## src/assert_macros.svh

```systemverilog
// Assertion macros shared by the frame addresser RTL.
`ifndef ASSERT_MACROS_SVH
`define ASSERT_MACROS_SVH

// Same-cycle implication.
`define ASSERT_IMPLY(label, clk, rst, ante, cons) \
   label: assert property (@(posedge clk) disable iff (rst) (ante) |-> (cons)) \
      else $error("frame addresser: same-cycle check failed");

// Next-cycle implication.
`define ASSERT_NEXT(label, clk, rst, ante, cons) \
   label: assert property (@(posedge clk) disable iff (rst) (ante) |=> (cons)) \
      else $error("frame addresser: next-cycle check failed");

`endif

```

## src/vdlfa_pkg.sv

```systemverilog
// Types, constants and register map for the video delay/loop frame addresser.
`default_nettype none

package vdlfa_pkg;

   localparam int unsigned MAX_FRAMES_DEFAULT = 1024;
   localparam int unsigned SLOT_LIMIT         = 1024;

   localparam int unsigned INDEX_W    = 10;
   localparam int unsigned LEN_W      = 11;
   localparam int unsigned FPS_W      = 8;
   localparam int unsigned MS_W       = 16;
   localparam int unsigned DIR_W      = 2;
   localparam int unsigned COUNT_W    = 16;
   localparam int unsigned LOOP_W     = COUNT_W + 1;
   localparam int unsigned DIV_W      = 24;
   localparam int unsigned QUO_W      = 14;
   localparam int unsigned THR_W      = QUO_W + 1;
   localparam int unsigned STEP_CNT_W = $clog2(DIV_W + 1);
   localparam int unsigned MS_PER_SEC = 1000;

   // x / 1000 = (x / 8) / 125, the second step by reciprocal multiply; exact for x < 2^23
   localparam int unsigned DIV1000_PRE    = 3;
   localparam int unsigned DIV1000_IN_W   = 20;
   localparam int unsigned DIV1000_MUL_W  = 24;
   localparam int unsigned DIV1000_SHIFT  = 30;
   localparam int unsigned DIV1000_PROD_W = DIV1000_IN_W + DIV1000_MUL_W;
   localparam logic [DIV1000_MUL_W-1:0] DIV1000_MULT = 24'd8589935;

   localparam int unsigned CSR_IDX_W  = 3;
   localparam int unsigned CSR_DATA_W = 16;

   localparam logic [CSR_IDX_W-1:0] CSR_BUFFER_FRAMES       = 3'd0;
   localparam logic [CSR_IDX_W-1:0] CSR_FRAME_RATE          = 3'd1;
   localparam logic [CSR_IDX_W-1:0] CSR_DELAY_MS            = 3'd2;
   localparam logic [CSR_IDX_W-1:0] CSR_LOOP_MS             = 3'd3;
   localparam logic [CSR_IDX_W-1:0] CSR_SEEK_MS             = 3'd4;
   localparam logic [CSR_IDX_W-1:0] CSR_PLAY_DIRECTION      = 3'd5;
   localparam logic [CSR_IDX_W-1:0] CSR_RECORD_FOLLOWS_PLAY = 3'd6;

   localparam logic [LEN_W-1:0]        BUFFER_FRAMES_RESET  = 11'd512;
   localparam logic [FPS_W-1:0]        FRAME_RATE_RESET     = 8'd30;
   localparam logic signed [MS_W-1:0]  DELAY_MS_RESET       = 16'sd0;
   localparam logic signed [MS_W-1:0]  LOOP_MS_RESET        = 16'sd10000;
   localparam logic signed [MS_W-1:0]  SEEK_MS_RESET        = 16'sd0;
   localparam logic signed [DIR_W-1:0] PLAY_DIRECTION_RESET = 2'sb01;

   localparam logic signed [DIR_W-1:0] DIR_STOP  = 2'sb00;
   localparam logic signed [DIR_W-1:0] DIR_FWD   = 2'sb01;
   localparam logic signed [DIR_W-1:0] DIR_BACK  = 2'sb11;
   localparam logic signed [DIR_W-1:0] DIR_BACK2 = 2'sb10;

   typedef enum logic [1:0] {
      SEQ_LAUNCH,
      SEQ_WAIT,
      SEQ_READY
   } seq_state_type;

   typedef enum logic [2:0] {
      OP_DELAY_DIV,
      OP_DELAY_MOD,
      OP_LOOP_DIV,
      OP_SEEK_DIV,
      OP_SEEK_MOD,
      OP_PLAY_MOD,
      OP_WRITE_MOD
   } op_type;

   typedef struct packed {
      logic             start;
      logic [DIV_W-1:0] dividend;
      logic [LEN_W-1:0] divisor;
   } div_req_type;

   typedef struct packed {
      logic             done;
      logic [LEN_W-1:0] remainder;
   } div_rsp_type;

   typedef struct packed {
      logic [INDEX_W-1:0] write_index;
      logic [INDEX_W-1:0] read_index;
      logic               seek_taken;
   } rsp_item_type;

endpackage

`default_nettype wire

```

## src/vdlfa_divider.sv

```systemverilog
// Radix-2 restoring divider, one quotient bit per cycle.
`default_nettype none

module vdlfa_divider (
   input  wire logic                 clock,
   input  wire logic                 reset,
   input  vdlfa_pkg::div_req_type    div_req,
   output vdlfa_pkg::div_rsp_type    div_rsp
);
   import vdlfa_pkg::*;

   logic                  active_ff;
   logic                  done_ff;
   logic [STEP_CNT_W-1:0] count_ff;
   logic [DIV_W-1:0]      shift_ff;
   logic [LEN_W-1:0]      rem_ff;
   logic [LEN_W-1:0]      divisor_ff;

   logic [LEN_W:0]        rem_w;
   logic [LEN_W:0]        rem_step;
   logic                  fits;

   always_comb begin
      rem_w    = {rem_ff, shift_ff[DIV_W-1]};
      fits     = rem_w >= {1'b0, divisor_ff};
      rem_step = fits ? (rem_w - {1'b0, divisor_ff}) : rem_w;
   end

   always_ff @(posedge clock) begin
      if (reset) begin
         active_ff <= 1'b0;
         done_ff   <= 1'b0;
         count_ff  <= '0;
      end else begin
         done_ff <= active_ff && (count_ff == STEP_CNT_W'(1)) && !div_req.start;
         if (div_req.start) begin
            active_ff <= 1'b1;
            count_ff  <= STEP_CNT_W'(DIV_W);
         end else if (active_ff) begin
            count_ff <= count_ff - 1'b1;
            if (count_ff == STEP_CNT_W'(1)) begin
               active_ff <= 1'b0;
            end
         end
      end
   end

   always_ff @(posedge clock) begin
      if (div_req.start) begin
         shift_ff   <= div_req.dividend;
         rem_ff     <= '0;
         divisor_ff <= div_req.divisor;
      end else if (active_ff) begin
         shift_ff <= {shift_ff[DIV_W-2:0], fits};
         rem_ff   <= rem_step[LEN_W-1:0];
      end
   end

   assign div_rsp.done      = done_ff;
   assign div_rsp.remainder = rem_ff;

endmodule

`default_nettype wire

```

## src/video_delay_loop_frame_addresser_top.sv

```systemverilog
// Top level of the video delay/loop frame addresser.
// Each accepted req transfer yields one rsp transfer carrying the slot to write, the slot
// to display and a seek flag; the result is registered in an output slot, and a second
// output slot keeps req open for one more transfer while rsp is stalled, so one frame
// tick per clock is sustained once the sequencer is ready and rsp is not stalled.
// Millisecond settings are turned into frame counts by a reciprocal multiply, and the
// counts and stored indexes are reduced modulo the ring length by a serial divider:
// three conversions and four reductions keep req_stall high after reset and after every
// csr write. Csr writes are taken at any time and restart that pass.
`default_nettype none
`include "assert_macros.svh"

module video_delay_loop_frame_addresser_top #(
   parameter int unsigned MAX_FRAMES = vdlfa_pkg::MAX_FRAMES_DEFAULT
) (
   input  wire logic                                clock,
   input  wire logic                                reset,
   input  wire logic                                req_valid,
   output logic                                     req_stall,
   input  wire logic                                req_frame_start,
   output logic                                     rsp_valid,
   input  wire logic                                rsp_stall,
   output logic [vdlfa_pkg::INDEX_W-1:0]            rsp_write_index,
   output logic [vdlfa_pkg::INDEX_W-1:0]            rsp_read_index,
   output logic                                     rsp_seek_taken,
   input  wire logic                                csr_wen,
   input  wire logic [vdlfa_pkg::CSR_IDX_W-1:0]     csr_index,
   input  wire logic [vdlfa_pkg::CSR_DATA_W-1:0]    csr_wdata
);
   import vdlfa_pkg::*;

   localparam int unsigned RING_CAP = (MAX_FRAMES < SLOT_LIMIT) ? MAX_FRAMES : SLOT_LIMIT;

   // configuration registers
   logic [LEN_W-1:0]        buffer_frames_ff;
   logic [FPS_W-1:0]        frame_rate_ff;
   logic signed [MS_W-1:0]  delay_ms_ff;
   logic signed [MS_W-1:0]  loop_ms_ff;
   logic signed [MS_W-1:0]  seek_ms_ff;
   logic signed [DIR_W-1:0] play_direction_ff;
   logic                    record_follows_ff;

   // frame-count sequencer
   seq_state_type           seq_state_ff, seq_state_in;
   op_type                  op_ff, op_in;
   div_req_type             div_req;
   div_rsp_type             div_rsp;
   logic                    div_op;
   logic                    step_done;
   logic [DIV1000_IN_W-1:0] scaled_ff;
   logic [DIV1000_PROD_W-1:0] recip_prod;

   // derived counts
   logic [QUO_W-1:0]        delay_q_ff;
   logic [INDEX_W-1:0]      delay_mod_ff;
   logic signed [THR_W-1:0] loop_thr_ff;
   logic [QUO_W-1:0]        seek_q_ff;
   logic [INDEX_W-1:0]      seek_mod_ff;

   // tick state
   logic [INDEX_W-1:0]      play_index_ff;
   logic [INDEX_W-1:0]      write_slot_ff;
   logic [INDEX_W-1:0]      play_cur_ff;
   logic [INDEX_W-1:0]      write_cur_ff;
   logic [COUNT_W-1:0]      loop_count_ff;

   // output queue
   logic                    rsp_valid_ff;
   logic                    skid_valid_ff;
   rsp_item_type            out_ff;
   rsp_item_type            skid_ff;
   rsp_item_type            new_item;

   logic [LEN_W-1:0]        ring_len;
   logic [FPS_W-1:0]        fps_eff;
   logic [INDEX_W-1:0]      dir_mod;
   logic [MS_W-1:0]         ms_sel;
   logic                    ms_neg;
   logic [MS_W-1:0]         ms_mag;
   logic [DIV_W-1:0]        product;
   logic                    round_up;
   logic                    delay_none;
   logic [DIV_W-1:0]        scaled;
   logic                    capture;
   logic [QUO_W-1:0]        quo;
   logic [THR_W-1:0]        quo_ext;
   logic [LEN_W-1:0]        seek_neg_mod;

   logic                    acc;
   logic                    take;
   logic                    tick;
   logic [LEN_W-1:0]        read_diff;
   logic [LEN_W-1:0]        read_wrap;
   logic [INDEX_W-1:0]      read_idx;
   logic [LEN_W-1:0]        step_sum;
   logic [LEN_W-1:0]        step_red;
   logic [LEN_W-1:0]        seek_sum;
   logic [LEN_W-1:0]        seek_red;
   logic [LEN_W-1:0]        wr_inc;
   logic [INDEX_W-1:0]      wr_next;
   logic [LOOP_W-1:0]       count_inc;
   logic signed [LOOP_W:0]  count_ext;
   logic signed [LOOP_W:0]  thr_ext;
   logic                    seek_hit;

   logic                    index_in_ring;
   logic                    counts_in_ring;

   // ---------------------------------------------------------------- csr
   always_ff @(posedge clock) begin
      if (reset) begin
         buffer_frames_ff  <= BUFFER_FRAMES_RESET;
         frame_rate_ff     <= FRAME_RATE_RESET;
         delay_ms_ff       <= DELAY_MS_RESET;
         loop_ms_ff        <= LOOP_MS_RESET;
         seek_ms_ff        <= SEEK_MS_RESET;
         play_direction_ff <= PLAY_DIRECTION_RESET;
         record_follows_ff <= 1'b0;
      end else if (csr_wen) begin
         case (csr_index)
            CSR_BUFFER_FRAMES:       buffer_frames_ff  <= csr_wdata[LEN_W-1:0];
            CSR_FRAME_RATE:          frame_rate_ff     <= csr_wdata[FPS_W-1:0];
            CSR_DELAY_MS:            delay_ms_ff       <= csr_wdata[MS_W-1:0];
            CSR_LOOP_MS:             loop_ms_ff        <= csr_wdata[MS_W-1:0];
            CSR_SEEK_MS:             seek_ms_ff        <= csr_wdata[MS_W-1:0];
            CSR_PLAY_DIRECTION:      play_direction_ff <= csr_wdata[DIR_W-1:0];
            CSR_RECORD_FOLLOWS_PLAY: record_follows_ff <= csr_wdata[0];
            default: ;
         endcase
      end
   end

   always_comb begin
      if (buffer_frames_ff == '0) begin
         ring_len = LEN_W'(1);
      end else if (buffer_frames_ff > LEN_W'(RING_CAP)) begin
         ring_len = LEN_W'(RING_CAP);
      end else begin
         ring_len = buffer_frames_ff;
      end
      fps_eff = (frame_rate_ff == '0) ? FPS_W'(1) : frame_rate_ff;
   end

   always_comb begin
      case (play_direction_ff)
         DIR_STOP:  dir_mod = '0;
         DIR_FWD:   dir_mod = (ring_len == LEN_W'(1)) ? '0 : INDEX_W'(1);
         DIR_BACK:  dir_mod = INDEX_W'(ring_len - LEN_W'(1));
         DIR_BACK2: dir_mod = (ring_len <= LEN_W'(2)) ? '0 : INDEX_W'(ring_len - LEN_W'(2));
         default:   dir_mod = '0;
      endcase
   end

   // ---------------------------------------------------------------- sequencer
   always_ff @(posedge clock) begin
      if (reset || csr_wen) begin
         seq_state_ff <= SEQ_LAUNCH;
         op_ff        <= OP_DELAY_DIV;
      end else begin
         seq_state_ff <= seq_state_in;
         op_ff        <= op_in;
      end
   end

   always_comb begin
      seq_state_in  = seq_state_ff;
      op_in         = op_ff;
      case (seq_state_ff)
         SEQ_LAUNCH: begin
            seq_state_in  = SEQ_WAIT;
         end
         SEQ_WAIT: begin
            if (step_done) begin
               if (op_ff == OP_WRITE_MOD) begin
                  seq_state_in = SEQ_READY;
               end else begin
                  op_in        = op_type'(op_ff + 1'b1);
                  seq_state_in = SEQ_LAUNCH;
               end
            end
         end
         SEQ_READY: ;
         default: seq_state_in = SEQ_LAUNCH;
      endcase
   end

   // ms * fps, plus 999 for ceiling (delay) or for floor toward minus infinity
   always_comb begin
      case (op_ff)
         OP_LOOP_DIV: ms_sel = loop_ms_ff;
         OP_SEEK_DIV: ms_sel = seek_ms_ff;
         default:     ms_sel = delay_ms_ff;
      endcase
      ms_neg     = ms_sel[MS_W-1];
      ms_mag     = ms_neg ? (~ms_sel + 1'b1) : ms_sel;
      product    = DIV_W'(ms_mag) * DIV_W'(fps_eff);
      round_up   = (op_ff == OP_DELAY_DIV) || ms_neg;
      delay_none = (op_ff == OP_DELAY_DIV) && (ms_neg || (ms_sel == '0));
      scaled     = delay_none ? '0
                              : product + (round_up ? DIV_W'(MS_PER_SEC - 1) : '0);
   end

   // scaled value registered in the launch cycle, divided by 1000 in the wait cycle
   always_ff @(posedge clock) begin
      scaled_ff <= scaled[DIV1000_PRE +: DIV1000_IN_W];
   end

   assign recip_prod = DIV1000_PROD_W'(scaled_ff) * DIV1000_PROD_W'(DIV1000_MULT);

   assign div_op    = op_ff inside {OP_DELAY_DIV, OP_LOOP_DIV, OP_SEEK_DIV};
   assign step_done = div_op || div_rsp.done;

   always_comb begin
      div_req.start = (seq_state_ff == SEQ_LAUNCH) && !div_op;
      case (op_ff)
         OP_DELAY_MOD: div_req.dividend = DIV_W'(delay_q_ff);
         OP_SEEK_MOD:  div_req.dividend = DIV_W'(seek_q_ff);
         OP_PLAY_MOD:  div_req.dividend = DIV_W'(play_index_ff);
         OP_WRITE_MOD: div_req.dividend = DIV_W'(write_slot_ff);
         default:      div_req.dividend = '0;
      endcase
      div_req.divisor = ring_len;
   end

   vdlfa_divider u_divider (
      .clock   (clock),
      .reset   (reset),
      .div_req (div_req),
      .div_rsp (div_rsp)
   );

   assign capture      = (seq_state_ff == SEQ_WAIT) && step_done && !csr_wen;
   assign quo          = recip_prod[DIV1000_SHIFT +: QUO_W];
   assign quo_ext      = {1'b0, quo};
   assign seek_neg_mod = ring_len - div_rsp.remainder;

   always_ff @(posedge clock) begin
      if (capture) begin
         case (op_ff)
            OP_DELAY_DIV: delay_q_ff   <= quo;
            OP_DELAY_MOD: delay_mod_ff <= div_rsp.remainder[INDEX_W-1:0];
            OP_LOOP_DIV:  loop_thr_ff  <= loop_ms_ff[MS_W-1] ? (~quo_ext + 1'b1) : quo_ext;
            OP_SEEK_DIV:  seek_q_ff    <= quo;
            OP_SEEK_MOD:  seek_mod_ff  <= (seek_ms_ff[MS_W-1] && (div_rsp.remainder != '0))
                                          ? seek_neg_mod[INDEX_W-1:0]
                                          : div_rsp.remainder[INDEX_W-1:0];
            default: ;
         endcase
      end
   end

   // ---------------------------------------------------------------- tick path
   assign take = rsp_valid_ff && !rsp_stall;
   assign acc  = req_valid && !req_stall;
   assign tick = acc && req_frame_start;

   always_comb begin
      read_diff = {1'b0, play_cur_ff} - {1'b0, delay_mod_ff};
      read_wrap = read_diff + ring_len;
      read_idx  = (play_cur_ff >= delay_mod_ff) ? read_diff[INDEX_W-1:0]
                                                : read_wrap[INDEX_W-1:0];

      step_sum = {1'b0, play_cur_ff} + {1'b0, dir_mod};
      step_red = (step_sum >= ring_len) ? (step_sum - ring_len) : step_sum;
      seek_sum = step_red + {1'b0, seek_mod_ff};
      seek_red = (seek_sum >= ring_len) ? (seek_sum - ring_len) : seek_sum;

      wr_inc  = {1'b0, write_cur_ff} + LEN_W'(1);
      wr_next = (wr_inc >= ring_len) ? '0 : wr_inc[INDEX_W-1:0];

      count_inc = {1'b0, loop_count_ff} + LOOP_W'(1);
      count_ext = {1'b0, count_inc};
      thr_ext   = {{(LOOP_W + 1 - THR_W){loop_thr_ff[THR_W-1]}}, loop_thr_ff};
      seek_hit  = count_ext >= thr_ext;

      new_item.write_index = write_cur_ff;
      new_item.read_index  = read_idx;
      new_item.seek_taken  = req_frame_start && seek_hit;
   end

   always_ff @(posedge clock) begin
      if (reset) begin
         play_index_ff <= '0;
         write_slot_ff <= '0;
         play_cur_ff   <= '0;
         write_cur_ff  <= '0;
         loop_count_ff <= '0;
      end else if (tick) begin
         if (seek_hit) begin
            play_index_ff <= seek_red[INDEX_W-1:0];
            play_cur_ff   <= seek_red[INDEX_W-1:0];
            write_slot_ff <= record_follows_ff ? seek_red[INDEX_W-1:0] : wr_next;
            write_cur_ff  <= record_follows_ff ? seek_red[INDEX_W-1:0] : wr_next;
            loop_count_ff <= '0;
         end else begin
            play_index_ff <= step_red[INDEX_W-1:0];
            play_cur_ff   <= step_red[INDEX_W-1:0];
            write_slot_ff <= wr_next;
            write_cur_ff  <= wr_next;
            loop_count_ff <= count_inc[COUNT_W-1:0];
         end
      end else if (capture && (op_ff == OP_PLAY_MOD)) begin
         play_cur_ff <= div_rsp.remainder[INDEX_W-1:0];
      end else if (capture && (op_ff == OP_WRITE_MOD)) begin
         write_cur_ff <= div_rsp.remainder[INDEX_W-1:0];
      end
   end

   // ---------------------------------------------------------------- output queue
   always_ff @(posedge clock) begin
      if (reset) begin
         rsp_valid_ff  <= 1'b0;
         skid_valid_ff <= 1'b0;
      end else if (!rsp_valid_ff || take) begin
         if (skid_valid_ff) begin
            rsp_valid_ff  <= 1'b1;
            skid_valid_ff <= 1'b0;
         end else begin
            rsp_valid_ff <= acc;
         end
      end else if (acc) begin
         skid_valid_ff <= 1'b1;
      end
   end

   always_ff @(posedge clock) begin
      if (!rsp_valid_ff || take) begin
         if (skid_valid_ff) begin
            out_ff <= skid_ff;
         end else if (acc) begin
            out_ff <= new_item;
         end
      end else if (acc) begin
         skid_ff <= new_item;
      end
   end

   assign req_stall       = (seq_state_ff != SEQ_READY) || skid_valid_ff;
   assign rsp_valid       = rsp_valid_ff;
   assign rsp_write_index = out_ff.write_index;
   assign rsp_read_index  = out_ff.read_index;
   assign rsp_seek_taken  = out_ff.seek_taken;

   // ---------------------------------------------------------------- checks
   assign index_in_ring  = ({1'b0, play_cur_ff} < ring_len) && ({1'b0, write_cur_ff} < ring_len);
   assign counts_in_ring = ({1'b0, delay_mod_ff} < ring_len) && ({1'b0, seek_mod_ff} < ring_len);

   `ASSERT_IMPLY(a_skid_behind_out, clock, reset, skid_valid_ff, rsp_valid_ff)
   `ASSERT_IMPLY(a_index_in_ring, clock, reset, seq_state_ff == SEQ_READY, index_in_ring)
   `ASSERT_IMPLY(a_counts_in_ring, clock, reset, seq_state_ff == SEQ_READY, counts_in_ring)
   `ASSERT_NEXT(a_csr_restarts, clock, reset, csr_wen, req_stall)

endmodule

`default_nettype wire

```

## config.mk

```make
export PLATFORM = sky130hd
export DESIGN_NAME = video_delay_loop_frame_addresser_top
export DESIGN_NICKNAME = d
export VERILOG_FILES = /design/src/vdlfa_pkg.sv /design/src/vdlfa_divider.sv /design/src/video_delay_loop_frame_addresser_top.sv
export VERILOG_INCLUDE_DIRS = /design/src /design/src/src
export SDC_FILE = /design/constraint.sdc
export NUM_CORES = 2
export LEC_CHECK = 0
export ABC_CLOCK_PERIOD_IN_PS = 8650
export BUFFER_PORTS_ARGS = -buffer_cell sky130_fd_sc_hd__buf_2
export CORE_MARGIN = 2
export CORE_UTILIZATION = 45
export DETAILED_ROUTE_END_ITERATION = 8
export GPL_ROUTABILITY_DRIVEN = 0
export HOLD_SLACK_MARGIN = 0.15
export SLEW_MARGIN = 25
export SYNTH_ARGS = -nofsm -noshare
export SYNTH_HDL_FRONTEND = slang
export SYNTH_SLANG_ARGS = --single-unit
```

## constraint.sdc

```tcl
create_clock -name clock -period 8.65 [get_ports clock]
set_input_delay 0.4325 -clock clock [delete_from_list [all_inputs] [get_ports clock]]
set_output_delay 0.4325 -clock clock [all_outputs]
set_load 0.01 [all_outputs]
```

== Yosys cells after proc, flatten, opt, wreduce, memory -nomap -nowiden ==
Index checks and enable logic that the tools add are counted.

* Register bits after elaboration: 311
* Logic and storage cells: 186
* Bits of input ports: 25
* Output and inout port bits: 23

* Bitwise gates (word level): 5
* Equality and inequality tests: 22
* Order comparisons: 8
* Multiplexer cells: 39
* Reductions and logical operators: 57
* $mul: 2
* Add/sub/neg operators: 17

{| class="wikitable"
|+ Operators with widths
! operator !! count
|-
| two-way mux 10 bit || 14
|-
| case mux 14 bit (4 select lines) || 1
|-
| two-way mux 24 bit || 2
|-
| multiplier 20 x 24 -> 44 bit (second input constant) || 1
|-
| two-way mux 11 bit || 4
|-
| two-way mux 21 bit || 2
|-
| case mux 10 bit (4 select lines) || 1
|-
| greater-or-equal comparator 11 bit || 3
|-
| two-way mux 16 bit || 2
|-
| case mux 16 bit (2 select lines) || 1
|-
| AND reduction 2 bit || 16
|-
| subtractor 10 bit || 3
|-
| adder 23 x 10 -> 23 bit || 1
|-
| multiplier 16 x 8 -> 23 bit || 1
|-
| subtractor 11 bit || 2
|-
| equality test 3 bit (second input constant) || 6
|-
| greater-or-equal comparator 18 x 15 -> 1 bit || 1
|-
| adder 16 x 1 -> 17 bit (second input constant) || 1
|-
| adder 16 x 1 -> 16 bit (second input constant) || 1
|-
| logical NOT 16 bit || 1
|-
| inverter 16 bit || 1
|-
| adder 15 x 1 -> 15 bit (second input constant) || 1
|-
| inverter 14 -> 15 bit || 1
|-
| two-way mux 14 bit || 1
|-
| other kinds (37) || 82
|}

== Depth between registers and ports, before layout ==
* Depth in word-level cells: 15
* Mapped depth: 50
* Gate-level depth less buffers: 48

== Hierarchy ==
A second synthesis with hierarchy kept.

* Cell total of the unflattened synthesis: 3192
* Area total of the unflattened synthesis: 29657.2 µm²

{| class="wikitable"
|+ By module, submodules not included
! module !! sequential area each (µm²) !! times used !! cells an instance !! area each (µm²)
|-
| video_delay_loop_frame_addresser_top || 6216.0 || 1 || 2960 || 26880.8
|-
| vdlfa_divider || 1411.4 || 1 || 232 || 2776.4
|}

== Worst setup path before layout ==
OpenSTA, ideal clock, no wires.

* Kind: register to register
* Start point: register buffer_frames_ff[5]
* End point: register play_cur_ff[0]
* Library setup time: 91 ps
* Period minus slack after synthesis: 9065 ps
* Required time: 8559 ps
* Arrival time: 8974 ps
* Slack: -415 ps
* Cell stages (with the launch flop): 45
* Buffers on the path: 2
* Cells stage by stage: dfxtp_1 -> or3_1 -> nor4_1 -> a21oi_1 -> nor2_1 -> inv_1 -> ha_1 -> o21ai_0 -> o21ai_0 -> nand2_1 -> nand3b_1 -> o22ai_1 -> ha_1 -> a21o_1 -> a21oi_1 -> o21bai_1 -> a2111oi_0 -> or3_1 -> [... 9 more ...] -> inv_1 -> ha_1 -> a21o_1 -> a21o_1 -> a21oi_1 -> o21bai_1 -> xor2_1 -> ha_1 -> a21o_1 -> a21oi_1 -> o21ai_0 -> o311ai_0 -> and2_1 -> buf_2 -> mux2_2 -> nor2_1 -> a21oi_1 -> a311oi_1

{| class="wikitable"
|+ RTL lines
! element !! RTL line !! source
|-
| start: declaration || video_delay_loop_frame_addresser_top.sv:35 || <nowiki>logic [LEN_W-1:0] buffer_frames_ff;</nowiki>
|-
| start signal: assignment || video_delay_loop_frame_addresser_top.sv:121 || <nowiki>CSR_BUFFER_FRAMES: buffer_frames_ff <= csr_wdata[LEN_W-1:0];</nowiki>
|-
| end signal: assignment || video_delay_loop_frame_addresser_top.sv:291 || <nowiki>play_cur_ff <= seek_red[INDEX_W-1:0];</nowiki>
|-
| end signal: assignment || video_delay_loop_frame_addresser_top.sv:297 || <nowiki>play_cur_ff <= step_red[INDEX_W-1:0];</nowiki>
|-
| end signal: assignment || video_delay_loop_frame_addresser_top.sv:303 || <nowiki>play_cur_ff <= div_rsp.remainder[INDEX_W-1:0];</nowiki>
|-
| end: declaration || video_delay_loop_frame_addresser_top.sv:63 || <nowiki>logic [INDEX_W-1:0] play_cur_ff;</nowiki>
|}

==> impl_results.md <==
- Status: finished clean
- CP Data Required Time: 9.03 ns
- Ranking of synthesized cells by area: ha_1 (17%), fa_1 (16%), edfxtp_1 (14%)
- Core footprint: 64230 um^2
- Pint: 3989 uW
- # DRC: 0
- VDD IR max: 0.2190 mV
- Share of layout cells above drive strength 1: 0.09621
- Yosys top cell by area: ha_1
- Pwr Density: 212.5 nW/um^2
- Leakage: 0.01513 uW
- Post-synth ARST share: 0
- Synthesized area: 29080 um^2
- Most frequent cell after synthesis: nand2_1
- Detailed Route WL: 77690 um
- Reg2reg end: write_cur_ff[7]
- Setup crit start kind: flop
- Clock slew at reported path FFs: 0.06 ns
- First-pass GRT wire length: 123200 um
- Slowest Stage Delay on Critical Path: 0.40 ns
- RSZ-0062 raised after global routing: true
- Number of synthesized flops with an enable pin: 140
- Clock share of power: 0.224
- Initial core utilization: 0.4528
- Nets: 3908
- Root Buffer: clkbuf_16
- Crit-path most repeated cell: a21oi_2
- Reg-to-reg setup timing slack: 0.04 ns
- Fin Clk Skew: 0.02348 ns
- Clock Sinks: 311
- Placed Area: 30640 um^2
- MaxCap Viol Count: 0
- GRT overflow: 0
- P_sw: 2899 uW
- HP Class: in2reg
- Slew @ Worst Pin: 1.037 ns
- Final Cell Area: 32410 um^2
- Crit path DAT: 8.99 ns
- TritonCTS buffer count: 36
- Count of input and output buffers: 47
- Syn avg cell area: 9.140 um^2
- Top Ports: 48
- DRT iter0 DRCs: 1549
- Slew headroom: 0.3087
- Antenna Diode Count: 0
- Critical setup path kind: reg2reg
- Final ANT Viol Nets: 0
- DIE WIDTH: 258.2 um
- Hold_sp: csr_wdata[12]
- All-Layer GR Usage: 0.2306
- Synth Instances: 3182
- Endpoints failing hold: 0
- Yosys top cell area share: 0.1665
- # fillers: 5959
- Pwr Total: 6888 uW
- CTS H-tree lvls: 2
- Vias in the first global route: 22850
- Routed vias/inst: 5.566
- Top FF cell, synth: dfxtp_1
- Area grow syn2layout: 11.44%
- Largest net degree at the start of global routing: 98
- CTS tree: built
- YS warnings: 0
- Sequential share of the synthesized area: 0.2622
- Crit path max fanout: 7
- RR Startpoint: buffer_frames_ff[6]
- First drt pass iteration count: 7
- Core Rows: 93
- Initial antenna violation count: 1
- R2R depth: 49
- Post-synth net total: 3823
- Hold path endpoint: seek_ms_ff[12]
- Post-DR wirelength/cell: 18.72 um
- Clock Tree Buf Depth: 3
- Max Freq: 116.1 MHz
- Die Area: 66680 um^2
- Crit share post-route: 0.9954
- Count of pins over their slew limit: 0
- Yosys cell types: 84
- Reg power frac: 0.259
- Setup violations, final: 0
- Vias after detailed routing: 23100
- Clock Latency Late Sink: 0.56 ns
- Sw frac: 0.4209
- Dpl hpwl: 59870 um
- WHS Path Cells: 3
- Setup crit end kind: flop
- #FFs+latches synth: 311
- Die Ht: 258.2 um
- Combinational share of power: 0.516
- Crit path time final: 8.610 ns
- Commonest cells in the netlist: nand2_1 (418), inv_1 (412), ha_1 (387)
- Critical-path top delay cell: or3_4
-- cell families after synthesis --
family	synth area share
muxes	0.02108
DFF	0.2622
xor gates and xnor gates	0.03764
adders and majority gates	0.3241
buffers and inverters	0.06685
and+or+nand+nor	0.1514
AOI/OAI and AO/OA	0.1367
-- worst max-delay path: cells and delay by family, from the launching register on --
family / cells / cell delay [ns]
AOI/OAI and AO/OA: 19 / 3.08
and+or+nand+nor: 17 / 2.35
adders and majority gates: 6 / 1.64
buffers and inverters: 4 / 0.54
DFF: 1 / 0.32
xor gates and xnor gates: 2 / 0.27
muxes: 1 / 0.22
-- state kept, by name (all words and copies together), names as in the netlist, 11 cells and up --
| register | flops |
|---|---|
| u_divider.shift_ff | 24 |
| skid_ff | 21 |
| scaled_ff | 20 |
| delay_ms_ff | 16 |
| loop_count_ff | 16 |
| loop_ms_ff | 16 |
| seek_ms_ff | 16 |
| loop_thr_ff | 15 |
| delay_q_ff | 14 |
| seek_q_ff | 14 |
| buffer_frames_ff | 11 |
| u_divider.divisor_ff | 11 |
| u_divider.rem_ff | 11 |
-- placed cells by master, fill, tap and decap left out, types with 39 or more instances in the layout --
cell / synthesis / final
ha_1: 387 / 380
o21ai_0: 124 / 116
xnor2_1: 82 / 76
nand2_1: 418 / 418
and2_1: 89 / 88
nor2_1: 166 / 161
xor2_1: 43 / 42
edfxtp_1: 140 / 140
a21oi_1: 208 / 192
nand3_1: 40 / 39
nor3_1: 58 / 56
buf_2: 6 / 46
dfxtp_1: 171 / 170
fa_1: 229 / 227
a21o_1: 51 / 51
inv_1: 412 / 410
buf_4: 0 / 94
-- through the flow --
stage | setup TNS (ns) | hold WS [ns] | util | instances | setup WS (ns)
6_report | 0 | 0.1685 | 0.5046 | 4150 | 0.03969
4_1_cts | 0 | 0.1516 | 0.4965 | 4131 | 0.003476
5_1_grt | -6.207 | 0.1717 | 0.5046 | 4150 | -0.2514
2_1_floorplan | 0 | 0.4217 | - | 3182 | 0.01760
3_5_place_dp | -7.938 | 0.4430 | 0.4770 | 4060 | -0.3226
3_3_place_gp | -1.036 | 0.4376 | 0.4767 | 4060 | -0.09106
-- metal layers --
metal,up-vias,share of wire,track usage,wire length [um]
met5,-,0,0,0
met4,0,0.031,0.07033,2373
met3,141,0.048,0.02299,3691
met2,595,0.49,0.3949,37720
met1,11330,0.44,0.3088,33900
li1,11030,-,-,-
-- how the worst max path moves through the flow --
| stage | startpoint | end | slack (ns) | depth (start not counted) |
|---|---|---|---|---|
| floorplan | buffer_frames_ff[5] | play_cur_ff[0] | 0.02 | 44 |
| global placement | buffer_frames_ff[5] | write_cur_ff[7] | -0.09 | 45 |
| detailed placement | buffer_frames_ff[5] | write_cur_ff[7] | -0.32 | 45 |
| CTS | buffer_frames_ff[5] | write_cur_ff[7] | 0.003 | 47 |
| global route | buffer_frames_ff[6] | write_cur_ff[7] | -0.25 | 49 |
| finish | buffer_frames_ff[6] | write_cur_ff[7] | 0.04 | 49 |
-- cell type report --
| type | instances | area [um^2] | share of cell area |
|---|---|---|---|
| inverters | 414 | 1554 | 0.04795 |
| repair buffers | 149 | 1031 | 0.03181 |
| clock buffers | 45 | 944.7 | 0.02915 |
| clock inverters | 21 | 230.2 | 0.007103 |
| flip-flops and latches | 311 | 7629 | 0.2354 |
| well taps | 855 | 1070 | 0.03301 |
| multi-input cells | 2355 | 19950 | 0.6156 |
-- power by group through the flow --
stage	clock network [uW]	registers [uW]	logic, uW
floorplan	0	1720	2590
global placement	0	1820	3370
detailed placement	0	1820	3430
CTS	1570	1790	3510
global route	1630	1800	4050
finish	1550	1790	3560
-- timing repair --
action | in CTS | in global routing
setup buffers | 0 | 19
hold endpoints to repair | 10 | 0
resized for setup | 8 | 79
pin swaps | 0 | 49
setup endpoints to repair | 40 | 44
hold buffers | 5 | 0
(Power assumes the default switching activity.)
